[config.mk]
export PLATFORM = sky130hd
export DESIGN_NAME = gc_content_window_plotter
export DESIGN_NICKNAME = d
export VERILOG_FILES = /design/src/sv/gcw_pkg.sv /design/src/sv/gc_content_window_plotter.sv /design/src/sv/gcw_front.sv /design/src/sv/gcw_queue.sv /design/src/sv/gcw_back.sv
export SDC_FILE = /design/constraint.sdc
export NUM_CORES = 2
export LEC_CHECK = 0
export BUFFER_PORTS_ARGS = -buffer_cell sky130_fd_sc_hd__clkbuf_2
export CAP_MARGIN = 5
export CELL_PAD_IN_SITES_DETAIL_PLACEMENT = 1
export CELL_PAD_IN_SITES_GLOBAL_PLACEMENT = 1
export CORE_ASPECT_RATIO = 1.25
export CORE_MARGIN = 1.5
export CORE_UTILIZATION = 57
export CTS_BUF_LIST = sky130_fd_sc_hd__clkbuf_4
export CTS_CLUSTER_DIAMETER = 150
export CTS_CLUSTER_SIZE = 25
export DETAILED_ROUTE_END_ITERATION = 8
export GPL_TIMING_DRIVEN = 0
export PLACE_DENSITY_LB_ADDON = 0.1
export SYNTH_ARGS = -nofsm -noshare
export SYNTH_HDL_FRONTEND = slang
export SYNTH_SLANG_ARGS = --single-unit
[constraint.sdc]
create_clock -name clk -period 20.9 [get_ports clk]
set_input_delay 3.135 -clock clk [delete_from_list [all_inputs] [get_ports clk]]
set_output_delay 3.135 -clock clk [all_outputs]
set_load 0.005 [all_outputs]
[src/sv/gcw_pkg.sv]
// shared types, constants and register map of the windowed gc content plotter
package gcw_pkg;

	// counts saturate here
	localparam int unsigned MAX_WINDOW = 65535;

	// window queue between front and back
	localparam int unsigned QDEPTH = 4;
	localparam int unsigned QPTR_W = $clog2(QDEPTH);
	localparam int unsigned QCNT_W = $clog2(QDEPTH + 1);

	// restoring divider: 17 quotient bits, fraction is 0..65536
	localparam int unsigned FRAC_W    = 17;
	localparam int unsigned DIV_STEPS = FRAC_W;
	localparam int unsigned DIV_CNT_W = $clog2(DIV_STEPS);

	// scaling datapath widths
	localparam int unsigned DIFF_W = FRAC_W + 1;
	localparam int unsigned M1_W   = DIFF_W + 13;
	localparam int unsigned P_W    = M1_W + 9;
	localparam int unsigned RND_SHIFT = 24;
	localparam logic [P_W-1:0] ROUND_HALF = P_W'(1) << (RND_SHIFT - 1);

	// base characters
	localparam logic [7:0] CHAR_N = 8'h6e;
	localparam logic [7:0] CHAR_C = 8'h63;
	localparam logic [7:0] CHAR_G = 8'h67;

	// register indexes (byte address / 4)
	localparam logic [2:0] REG_MIN_REAL  = 3'd0;
	localparam logic [2:0] REG_HEIGHT    = 3'd1;
	localparam logic [2:0] REG_GC_FLOOR  = 3'd2;
	localparam logic [2:0] REG_GC_GAIN   = 3'd3;
	localparam logic [2:0] REG_LINE_MODE = 3'd4;
	localparam logic [2:0] REG_THICK     = 3'd5;

	// register reset values
	localparam logic [15:0] RST_MIN_REAL  = 16'd20;
	localparam logic [7:0]  RST_HEIGHT    = 8'd75;
	localparam logic [15:0] RST_GC_FLOOR  = 16'd20316;
	localparam logic [11:0] RST_GC_GAIN   = 12'd853;
	localparam logic        RST_LINE_MODE = 1'b1;
	localparam logic        RST_THICK     = 1'b0;

	typedef struct packed {
		logic [7:0] base;
		logic       window_end;
	} item_t;

	typedef struct packed {
		logic [15:0] column;
		logic [7:0]  row_from;
		logic [7:0]  row_to;
		logic        is_segment;
		logic        last;
	} result_t;

	typedef struct packed {
		logic [15:0] min_real_count;
		logic [7:0]  plot_height;
		logic [15:0] gc_floor_q16;
		logic [11:0] gc_gain_q8;
		logic        line_mode;
		logic        thick;
	} cfg_t;

	// one closed window as handed from front to back
	typedef struct packed {
		logic [15:0] column;
		logic [15:0] real_count;
		logic [15:0] gc_count;
		logic        too_small;
	} win_t;

	typedef enum logic [2:0] {
		B_IDLE,
		B_DIV,
		B_MUL1,
		B_MUL2,
		B_ROW,
		B_EMIT0,
		B_EMIT1
	} bstate_t;

endpackage

[src/sv/gc_content_window_plotter.sv]
// top level of the windowed gc content plotter: register port, front, queue, back
//
//  channel   direction  handshake            payload
//  item      in         push / full          base, window_end
//  result    out        empty / pop          column, row_from, row_to, is_segment, last
//  config    in         psel/penable/pready  paddr[4:2] selects register, pwdata / prdata
//
//  the front takes one base per cycle for as long as the window queue has room
//  the back drops a window too small to plot in idle; a dot takes the 17-step
//  divider, the shared two-stage multiplier, a row step and an emit, a segment
//  one more multiplier pass and row step, and thick mode one more emit
//  reset (arst_n low) clears counters, queue, sequencer and loads register defaults
//  full follows the queue; a result waiting on pop stalls only the back
module gc_content_window_plotter (
	input  logic             clk,
	input  logic             arst_n,
	// item requests
	input  logic             push,
	output logic             full,
	input  gcw_pkg::item_t   item,
	// result requests
	output logic             empty,
	input  logic             pop,
	output gcw_pkg::result_t result,
	// register port
	input  logic             psel,
	input  logic             penable,
	input  logic             pwrite,
	input  logic [4:0]       paddr,
	input  logic [31:0]      pwdata,
	output logic [31:0]      prdata,
	output logic             pready
);

	gcw_pkg::cfg_t cfg_q;
	logic [2:0]    reg_idx;
	logic          wr_en;

	gcw_pkg::win_t front_win;
	gcw_pkg::win_t back_win;
	logic          q_push;
	logic          q_full;
	logic          q_pop;
	logic          q_empty;

	// register port: zero wait states, write at the access phase
	assign pready  = 1'b1;
	assign reg_idx = paddr[4:2];
	assign wr_en   = psel && penable && pwrite;

	always_ff @(posedge clk or negedge arst_n) begin
		if (!arst_n) begin
			cfg_q.min_real_count <= gcw_pkg::RST_MIN_REAL;
			cfg_q.plot_height    <= gcw_pkg::RST_HEIGHT;
			cfg_q.gc_floor_q16   <= gcw_pkg::RST_GC_FLOOR;
			cfg_q.gc_gain_q8     <= gcw_pkg::RST_GC_GAIN;
			cfg_q.line_mode      <= gcw_pkg::RST_LINE_MODE;
			cfg_q.thick          <= gcw_pkg::RST_THICK;
		end else if (wr_en) begin
			unique case (reg_idx)
				gcw_pkg::REG_MIN_REAL:  cfg_q.min_real_count <= pwdata[15:0];
				gcw_pkg::REG_HEIGHT:    cfg_q.plot_height    <= pwdata[7:0];
				gcw_pkg::REG_GC_FLOOR:  cfg_q.gc_floor_q16   <= pwdata[15:0];
				gcw_pkg::REG_GC_GAIN:   cfg_q.gc_gain_q8     <= pwdata[11:0];
				gcw_pkg::REG_LINE_MODE: cfg_q.line_mode      <= pwdata[0];
				gcw_pkg::REG_THICK:     cfg_q.thick          <= pwdata[0];
				default: begin
				end
			endcase
		end
	end

	// read back; unmapped addresses read zero
	always_comb begin
		unique case (reg_idx)
			gcw_pkg::REG_MIN_REAL:  prdata = {16'b0, cfg_q.min_real_count};
			gcw_pkg::REG_HEIGHT:    prdata = {24'b0, cfg_q.plot_height};
			gcw_pkg::REG_GC_FLOOR:  prdata = {16'b0, cfg_q.gc_floor_q16};
			gcw_pkg::REG_GC_GAIN:   prdata = {20'b0, cfg_q.gc_gain_q8};
			gcw_pkg::REG_LINE_MODE: prdata = {31'b0, cfg_q.line_mode};
			gcw_pkg::REG_THICK:     prdata = {31'b0, cfg_q.thick};
			default:                prdata = '0;
		endcase
	end

	// front: counts bases and closes windows into the queue
	gcw_front u_front (
		.clk            (clk),
		.arst_n         (arst_n),
		.push           (push),
		.item           (item),
		.min_real_count (cfg_q.min_real_count),
		.q_full         (q_full),
		.full           (full),
		.q_push         (q_push),
		.q_data         (front_win)
	);

	// closed windows waiting for the back
	gcw_queue u_queue (
		.clk    (clk),
		.arst_n (arst_n),
		.push   (q_push),
		.wdata  (front_win),
		.full   (q_full),
		.pop    (q_pop),
		.rdata  (back_win),
		.empty  (q_empty)
	);

	// back: divide, scale, emit one or two marks per plotted window
	gcw_back u_back (
		.clk     (clk),
		.arst_n  (arst_n),
		.cfg     (cfg_q),
		.q_empty (q_empty),
		.q_data  (back_win),
		.q_pop   (q_pop),
		.pop     (pop),
		.empty   (empty),
		.result  (result)
	);

endmodule

[src/sv/gcw_front.sv]
// front part: base classification, window counters and window close
module gcw_front (
	input  logic          clk,
	input  logic          arst_n,
	input  logic          push,
	input  gcw_pkg::item_t item,
	input  logic [15:0]   min_real_count,
	input  logic          q_full,
	output logic          full,
	output logic          q_push,
	output gcw_pkg::win_t q_data
);

	logic [15:0] real_q;
	logic [15:0] gc_q;
	logic [15:0] index_q;
	logic [15:0] real_nx;
	logic [15:0] gc_nx;
	logic        is_real;
	logic        is_gc;
	logic        take;

	always_comb begin
		is_real = item.base != gcw_pkg::CHAR_N;
		is_gc   = (item.base == gcw_pkg::CHAR_C) || (item.base == gcw_pkg::CHAR_G);
		real_nx = real_q;
		gc_nx   = gc_q;
		if (is_real && real_q != 16'(gcw_pkg::MAX_WINDOW)) begin
			real_nx = real_q + 16'd1;
		end
		if (is_gc && gc_q != 16'(gcw_pkg::MAX_WINDOW)) begin
			gc_nx = gc_q + 16'd1;
		end
		full  = q_full;
		take  = push && !q_full;
		q_push = take && item.window_end;
		q_data.column     = index_q;
		q_data.real_count = real_nx;
		q_data.gc_count   = gc_nx;
		q_data.too_small  = (real_nx == 16'd0) || (real_nx < min_real_count);
	end

	always_ff @(posedge clk or negedge arst_n) begin
		if (!arst_n) begin
			real_q  <= '0;
			gc_q    <= '0;
			index_q <= '0;
		end else if (take) begin
			if (item.window_end) begin
				real_q  <= '0;
				gc_q    <= '0;
				index_q <= index_q + 16'd1;
			end else begin
				real_q <= real_nx;
				gc_q   <= gc_nx;
			end
		end
	end

endmodule

[src/sv/gcw_queue.sv]
// short queue of closed windows between front and back
module gcw_queue (
	input  logic          clk,
	input  logic          arst_n,
	input  logic          push,
	input  gcw_pkg::win_t wdata,
	output logic          full,
	input  logic          pop,
	output gcw_pkg::win_t rdata,
	output logic          empty
);

	gcw_pkg::win_t                   mem_q [gcw_pkg::QDEPTH];
	logic [gcw_pkg::QPTR_W-1:0]      wptr_q;
	logic [gcw_pkg::QPTR_W-1:0]      rptr_q;
	logic [gcw_pkg::QCNT_W-1:0]      count_q;
	logic                            do_push;
	logic                            do_pop;

	assign full    = count_q == gcw_pkg::QCNT_W'(gcw_pkg::QDEPTH);
	assign empty   = count_q == '0;
	assign rdata   = mem_q[rptr_q];
	assign do_push = push && !full;
	assign do_pop  = pop && !empty;

	always_ff @(posedge clk) begin
		if (do_push) begin
			mem_q[wptr_q] <= wdata;
		end
	end

	always_ff @(posedge clk or negedge arst_n) begin
		if (!arst_n) begin
			wptr_q  <= '0;
			rptr_q  <= '0;
			count_q <= '0;
		end else begin
			if (do_push) begin
				wptr_q <= wptr_q + gcw_pkg::QPTR_W'(1);
			end
			if (do_pop) begin
				rptr_q <= rptr_q + gcw_pkg::QPTR_W'(1);
			end
			if (do_push && !do_pop) begin
				count_q <= count_q + gcw_pkg::QCNT_W'(1);
			end else if (do_pop && !do_push) begin
				count_q <= count_q - gcw_pkg::QCNT_W'(1);
			end
		end
	end

endmodule

[src/sv/gcw_back.sv]
// back part: gc fraction divider, row scaling and result register
module gcw_back (
	input  logic            clk,
	input  logic            arst_n,
	input  gcw_pkg::cfg_t   cfg,
	input  logic            q_empty,
	input  gcw_pkg::win_t   q_data,
	output logic            q_pop,
	input  logic            pop,
	output logic            empty,
	output gcw_pkg::result_t result
);

	gcw_pkg::bstate_t                 state_q;
	gcw_pkg::bstate_t                 state_d;
	logic [gcw_pkg::DIV_CNT_W-1:0]    cnt_q;
	logic [15:0]                      rem_q;
	logic [gcw_pkg::FRAC_W-1:0]       dsh_q;
	logic [gcw_pkg::FRAC_W-1:0]       quo_q;
	logic [15:0]                      div_d_q;
	logic [15:0]                      col_q;
	logic [gcw_pkg::FRAC_W-1:0]       frac_q;
	logic [gcw_pkg::FRAC_W-1:0]       prev_frac_q;
	logic                             prev_missing_q;
	logic                             pass_q;
	logic signed [gcw_pkg::M1_W-1:0]  m1_s1;
	logic signed [gcw_pkg::P_W-1:0]   p_s2;
	logic [7:0]                       to_q;
	logic [7:0]                       from_q;
	logic                             seg_q;
	gcw_pkg::result_t                 out_q;
	logic                             out_valid_q;

	logic [16:0]                      trial;
	logic                             ge;
	logic [15:0]                      rem_nx;
	logic [gcw_pkg::FRAC_W-1:0]       quo_nx;
	logic signed [8:0]                rng9;
	logic [7:0]                       range;
	logic [gcw_pkg::FRAC_W-1:0]       opnd;
	logic signed [gcw_pkg::DIFF_W-1:0] diff;
	logic                             neg;
	logic [gcw_pkg::P_W-1:0]          mag;
	logic [gcw_pkg::P_W-1:0]          mag_r;
	logic signed [15:0]               k;
	logic signed [15:0]               row16;
	logic [7:0]                       row;
	logic                             out_free;
	logic                             want_seg;

	assign empty  = !out_valid_q;
	assign result = out_q;

	// datapath combinational parts
	always_comb begin
		trial  = {rem_q, dsh_q[gcw_pkg::FRAC_W-1]};
		ge     = trial >= {1'b0, div_d_q};
		rem_nx = ge ? 16'(trial - {1'b0, div_d_q}) : trial[15:0];
		quo_nx = {quo_q[gcw_pkg::FRAC_W-2:0], ge};

		// degenerate height falls back to one row
		rng9 = $signed({1'b0, cfg.plot_height}) - $signed({8'b0, cfg.thick});
		if (rng9 < 9'sd1) begin
			range = 8'd1;
		end else begin
			range = rng9[7:0];
		end

		opnd = pass_q ? prev_frac_q : frac_q;
		diff = $signed({1'b0, opnd}) - $signed({2'b0, cfg.gc_floor_q16});

		// round half away from zero
		neg   = p_s2[gcw_pkg::P_W-1];
		mag   = neg ? gcw_pkg::P_W'(-p_s2) : gcw_pkg::P_W'(p_s2);
		mag_r = mag + gcw_pkg::ROUND_HALF;
		k     = $signed(mag_r[gcw_pkg::RND_SHIFT+15:gcw_pkg::RND_SHIFT]);
		if (neg) begin
			k = -k;
		end
		row16 = $signed({8'b0, range}) - 16'sd1 - k;
		if (row16 < 16'sd0) begin
			row = 8'd0;
		end else if (row16 >= $signed({8'b0, range})) begin
			row = range - 8'd1;
		end else begin
			row = row16[7:0];
		end

		out_free = !out_valid_q || pop;
		want_seg = cfg.line_mode && !prev_missing_q;
	end

	// sequencer
	always_comb begin
		state_d = state_q;
		q_pop   = 1'b0;
		unique case (state_q)
			gcw_pkg::B_IDLE: begin
				if (!q_empty) begin
					q_pop = 1'b1;
					if (!q_data.too_small) begin
						state_d = gcw_pkg::B_DIV;
					end
				end
			end
			gcw_pkg::B_DIV: begin
				if (cnt_q == '0) begin
					state_d = gcw_pkg::B_MUL1;
				end
			end
			gcw_pkg::B_MUL1: state_d = gcw_pkg::B_MUL2;
			gcw_pkg::B_MUL2: state_d = gcw_pkg::B_ROW;
			gcw_pkg::B_ROW: begin
				if (!pass_q && want_seg) begin
					state_d = gcw_pkg::B_MUL1;
				end else begin
					state_d = gcw_pkg::B_EMIT0;
				end
			end
			gcw_pkg::B_EMIT0: begin
				if (out_free) begin
					state_d = cfg.thick ? gcw_pkg::B_EMIT1 : gcw_pkg::B_IDLE;
				end
			end
			gcw_pkg::B_EMIT1: begin
				if (out_free) begin
					state_d = gcw_pkg::B_IDLE;
				end
			end
			default: state_d = gcw_pkg::B_IDLE;
		endcase
	end

	always_ff @(posedge clk or negedge arst_n) begin
		if (!arst_n) begin
			state_q <= gcw_pkg::B_IDLE;
		end else begin
			state_q <= state_d;
		end
	end

	// control state
	always_ff @(posedge clk or negedge arst_n) begin
		if (!arst_n) begin
			prev_missing_q <= 1'b1;
			prev_frac_q    <= '0;
			pass_q         <= 1'b0;
			cnt_q          <= '0;
			out_valid_q    <= 1'b0;
		end else begin
			unique case (state_q)
				gcw_pkg::B_IDLE: begin
					if (!q_empty && q_data.too_small) begin
						prev_missing_q <= 1'b1;
					end
					pass_q <= 1'b0;
					cnt_q  <= gcw_pkg::DIV_CNT_W'(gcw_pkg::DIV_STEPS - 1);
				end
				gcw_pkg::B_DIV: begin
					cnt_q <= cnt_q - gcw_pkg::DIV_CNT_W'(1);
				end
				gcw_pkg::B_ROW: begin
					if (!pass_q && want_seg) begin
						pass_q <= 1'b1;
					end else begin
						prev_frac_q    <= frac_q;
						prev_missing_q <= 1'b0;
					end
				end
				default: begin
				end
			endcase
			if ((state_q == gcw_pkg::B_EMIT0 || state_q == gcw_pkg::B_EMIT1) && out_free) begin
				out_valid_q <= 1'b1;
			end else if (pop) begin
				out_valid_q <= 1'b0;
			end
		end
	end

	// payload registers
	always_ff @(posedge clk) begin
		case (state_q)
			gcw_pkg::B_IDLE: begin
				col_q   <= q_data.column;
				div_d_q <= q_data.real_count;
				rem_q   <= {1'b0, q_data.gc_count[15:1]};
				dsh_q   <= {q_data.gc_count[0], 16'b0};
				quo_q   <= '0;
			end
			gcw_pkg::B_DIV: begin
				rem_q <= rem_nx;
				dsh_q <= {dsh_q[gcw_pkg::FRAC_W-2:0], 1'b0};
				quo_q <= quo_nx;
				if (cnt_q == '0) begin
					frac_q <= quo_nx;
				end
			end
			gcw_pkg::B_MUL1: begin
				m1_s1 <= gcw_pkg::M1_W'(diff * $signed({1'b0, cfg.gc_gain_q8}));
			end
			gcw_pkg::B_MUL2: begin
				p_s2 <= gcw_pkg::P_W'(m1_s1 * $signed({1'b0, range}));
			end
			gcw_pkg::B_ROW: begin
				if (!pass_q) begin
					to_q <= row;
					if (!want_seg) begin
						from_q <= row;
						seg_q  <= 1'b0;
					end
				end else begin
					from_q <= row;
					seg_q  <= 1'b1;
				end
			end
			gcw_pkg::B_EMIT0: begin
				if (out_free) begin
					out_q.column     <= col_q;
					out_q.row_from   <= from_q;
					out_q.row_to     <= to_q;
					out_q.is_segment <= seg_q;
					out_q.last       <= !cfg.thick;
				end
			end
			gcw_pkg::B_EMIT1: begin
				if (out_free) begin
					out_q.column     <= col_q;
					out_q.row_from   <= from_q + 8'd1;
					out_q.row_to     <= to_q + 8'd1;
					out_q.is_segment <= seg_q;
					out_q.last       <= 1'b1;
				end
			end
			default: begin
			end
		endcase
	end

endmodule

==> reports/results.ini <==
[setup_path]
path_class = register to register
rr_worst_depth = 40
worst-r2r-setup-slack_ns = 9.07
cp-end-kind = register
critPathLaunchType = register
endpoint = u_back.m1_s1[30]
cp_common_cell = o21ai_0
cp.required_ns = 21.58
path_depth = 40
cp_max_fo = 10
r2r-start = u_back.pass_q
reg2reg_to = u_back.m1_s1[30]
worst-path-buf-inv = 8
startpoint = u_back.pass_q
max_stage_delay_ns = 0.90
cp_slowest_cell = fa_1
crit_arrival_ns = 12.50
path_delay_family = adder cells

[placement]
place_ws_ns = 9.165
globalplace.congestion = 0.8919
port_buffers = 84
dpl_cell_area_um2 = 44160
dpl.hpwl_um = 90090

[floorplan]
die_x_um = 246.6
die_h_um = 307.5
start_util = 0.5764
die_area_um2 = 75810
pin_count = 122
core_um2 = 73330
rows = 111

[clock_tree]
path_clk_slew_ns = 0.30
htree_levels = 1
cts.repair.resized = 0
numCtsBuffers = 25
clockRootBuffer = clkbuf_4
clock_sinks = 537
hold_buffers = 0
clk_latency_ns = 0.95
clockBufferDepth = 3
post-cts-setup-buffers = 0
cts_tree = done

[hold_path]
hold_depth = 0
hold_class = register to register

[yosys]
ys_warn_count = 0
yosysSeqAreaShare = 0.3659
yosys.area.top_type_share = 0.2842
synth_area_leaders = edfxtp_1 (28%), fa_1 (19%), ha_1 (7.0%), dfrtp_1 (6.7%), inv_1 (5.1%)
synth_cells = 3907
synthTopCellsByCount = inv_1 (575), edfxtp_1 (400), nand2_1 (398), fa_1 (394), ha_1 (238)
synth-seq-cells = 537
synth_edf_count = 400
synth.distinct_cells = 94
synth_area_per_cell_um2 = 10.82
async_flop_share = 0.2551
synthFlopType = edfxtp_1
yosysMostFrequentCell = inv_1
yosys.area.top_type = edfxtp_1
synthesis.area_um2 = 42270

[status]
status = complete, no violations

[finish]
finish.instance_area_um2 = 44530
syn2layout_area_growth_pct = 5.334
layout-drive-gt1-share = 0.08493
num-nets-final = 4728

[drt]
vias = 29190
drt_iter0_markers = 1551
via_per_inst = 5.808
drt-wirelength-per-cell_um = 22.14
drc = 0
antenna_left = 0
drtPass1Iterations = 5
routed_wirelength_um = 111300

[sta]
fmax_ghz = 0.08454
relSlewSlack = 0.1561
fin_crit_sh = 0.5660
hold_violations = 0
worstMarginPinSlew_ns = 1.266
period_minus_slack_ns = 11.83
rsz0062_at_grt = no
drv_slew = 0
setup-violations-final = 0
finClkSkew_ns = 0.08594
tns_ns = 0
timing.final.ws_setup_ns = 9.071

[global_route]
antenna_found_initial = 6
grt_pass1_wl_um = 176200
grt_max_degree = 99
grt_pass1_vias = 32100
grtUsageTotal = 0.3009
grt-ovfl-total = 0

[run]
maxCapViolations = 0

## through the flow
step,hold slack (ns),utilization,std cells
3_3_place_gp,0.4021,0.5993,4966
6_report,0.4434,0.6072,5026
3_5_place_dp,0.4090,0.6022,4976
2_1_floorplan,0.4003,-,3922
4_1_cts,0.4453,0.6071,5022
5_1_grt,0.4573,0.6071,5023
## kinds of logic after synthesis
| family | share of synthesized area |
|---|---|
| adder cells (fa/ha/maj) | 0.2570 |
| multiplexers | 0.05446 |
| buffers and inverters | 0.06864 |
| AND/OR/NAND/NOR | 0.1414 |
| AO/OA/AOI/OAI | 0.07069 |
| XOR/XNOR | 0.04162 |
| other | 0.0001777 |
| flip-flops | 0.3659 |
## worst min-delay path by stage
stage / startpoint / end / slack [ns]
global route: u_back.quo_q[15] / u_back.frac_q[16] / 0.46
finish: u_back.col_q[9] / u_back.result[27] / 0.44
global placement: u_back.col_q[0] / u_back.result[18] / 0.40
CTS: u_back.col_q[9] / u_back.result[27] / 0.45
floorplan: u_back.quo_q[15] / u_back.frac_q[16] / 0.40
detailed placement: u_back.col_q[6] / u_back.result[24] / 0.41
## final cells by class
type | count | area [um2]
diodes | 4 | 10.01
inverters | 577 | 2166
plain buffers | 174 | 737.0
clock buffers | 44 | 330.3
flip-flops and latches | 537 | 15470
fillers | 7993 | 28810
multi-input cells | 2634 | 23980
clock inverters | 2 | 23.77
well taps | 960 | 1201
repair buffers | 94 | 606.8
## worst register-to-register path: cells and delay by family (launching register included)
family          cells  cell delay, ns
compound gates     18            3.60
xor+xnor            1            0.67
simple gates        5            0.73
fa+ha+maj           7            3.69
buf+inv             8            2.01
mux                 1            0.38
flops               1            0.48
## cells in the final DEF, fill, tap and decap left out, types with 136 or more instances in the layout
master	n
and2_1	170
clkbuf_1	136
inv_1	574
xnor2_1	138
o21ai_0	138
edfxtp_1	400
nor2_1	138
ha_1	238
fa_1	394
nand2_1	398
## layer usage
| metal | global-route usage | part of all wire | vias to the layer above |
|---|---|---|---|
| met3 | 0.02492 | 0.034 | 173 |
| li1 | - | - | 13280 |
| met5 | 0 | 0.00035 | - |
| met1 | 0.3722 | 0.40 | 15150 |
| met4 | 0.09784 | 0.033 | 6 |
| met2 | 0.5532 | 0.53 | 585 |
## flip-flops by register name (all words and copies together), names as in the netlist, 3 cells and up
register and cells:
u_back.m1_s1 31, u_back.rem_q 16, u_back.div_d_q 16, u_back.state_q 3, u_back.p_s2 40, u_back.col_q 16, u_back.prev_frac_q 17, u_front.gc_q 16
u_back.from_q 8, u_queue.mem_q 196, u_back.quo_q 16, u_back.cnt_q 5, u_front.real_q 16, u_back.frac_q 17, u_queue.count_q 3, u_back.result 34
u_back.to_q 8, u_front.index_q 16, cfg_q 54
Power is not shown: default switching activity piles up to over one toggle a cycle in this logic, so the estimate is an artifact.
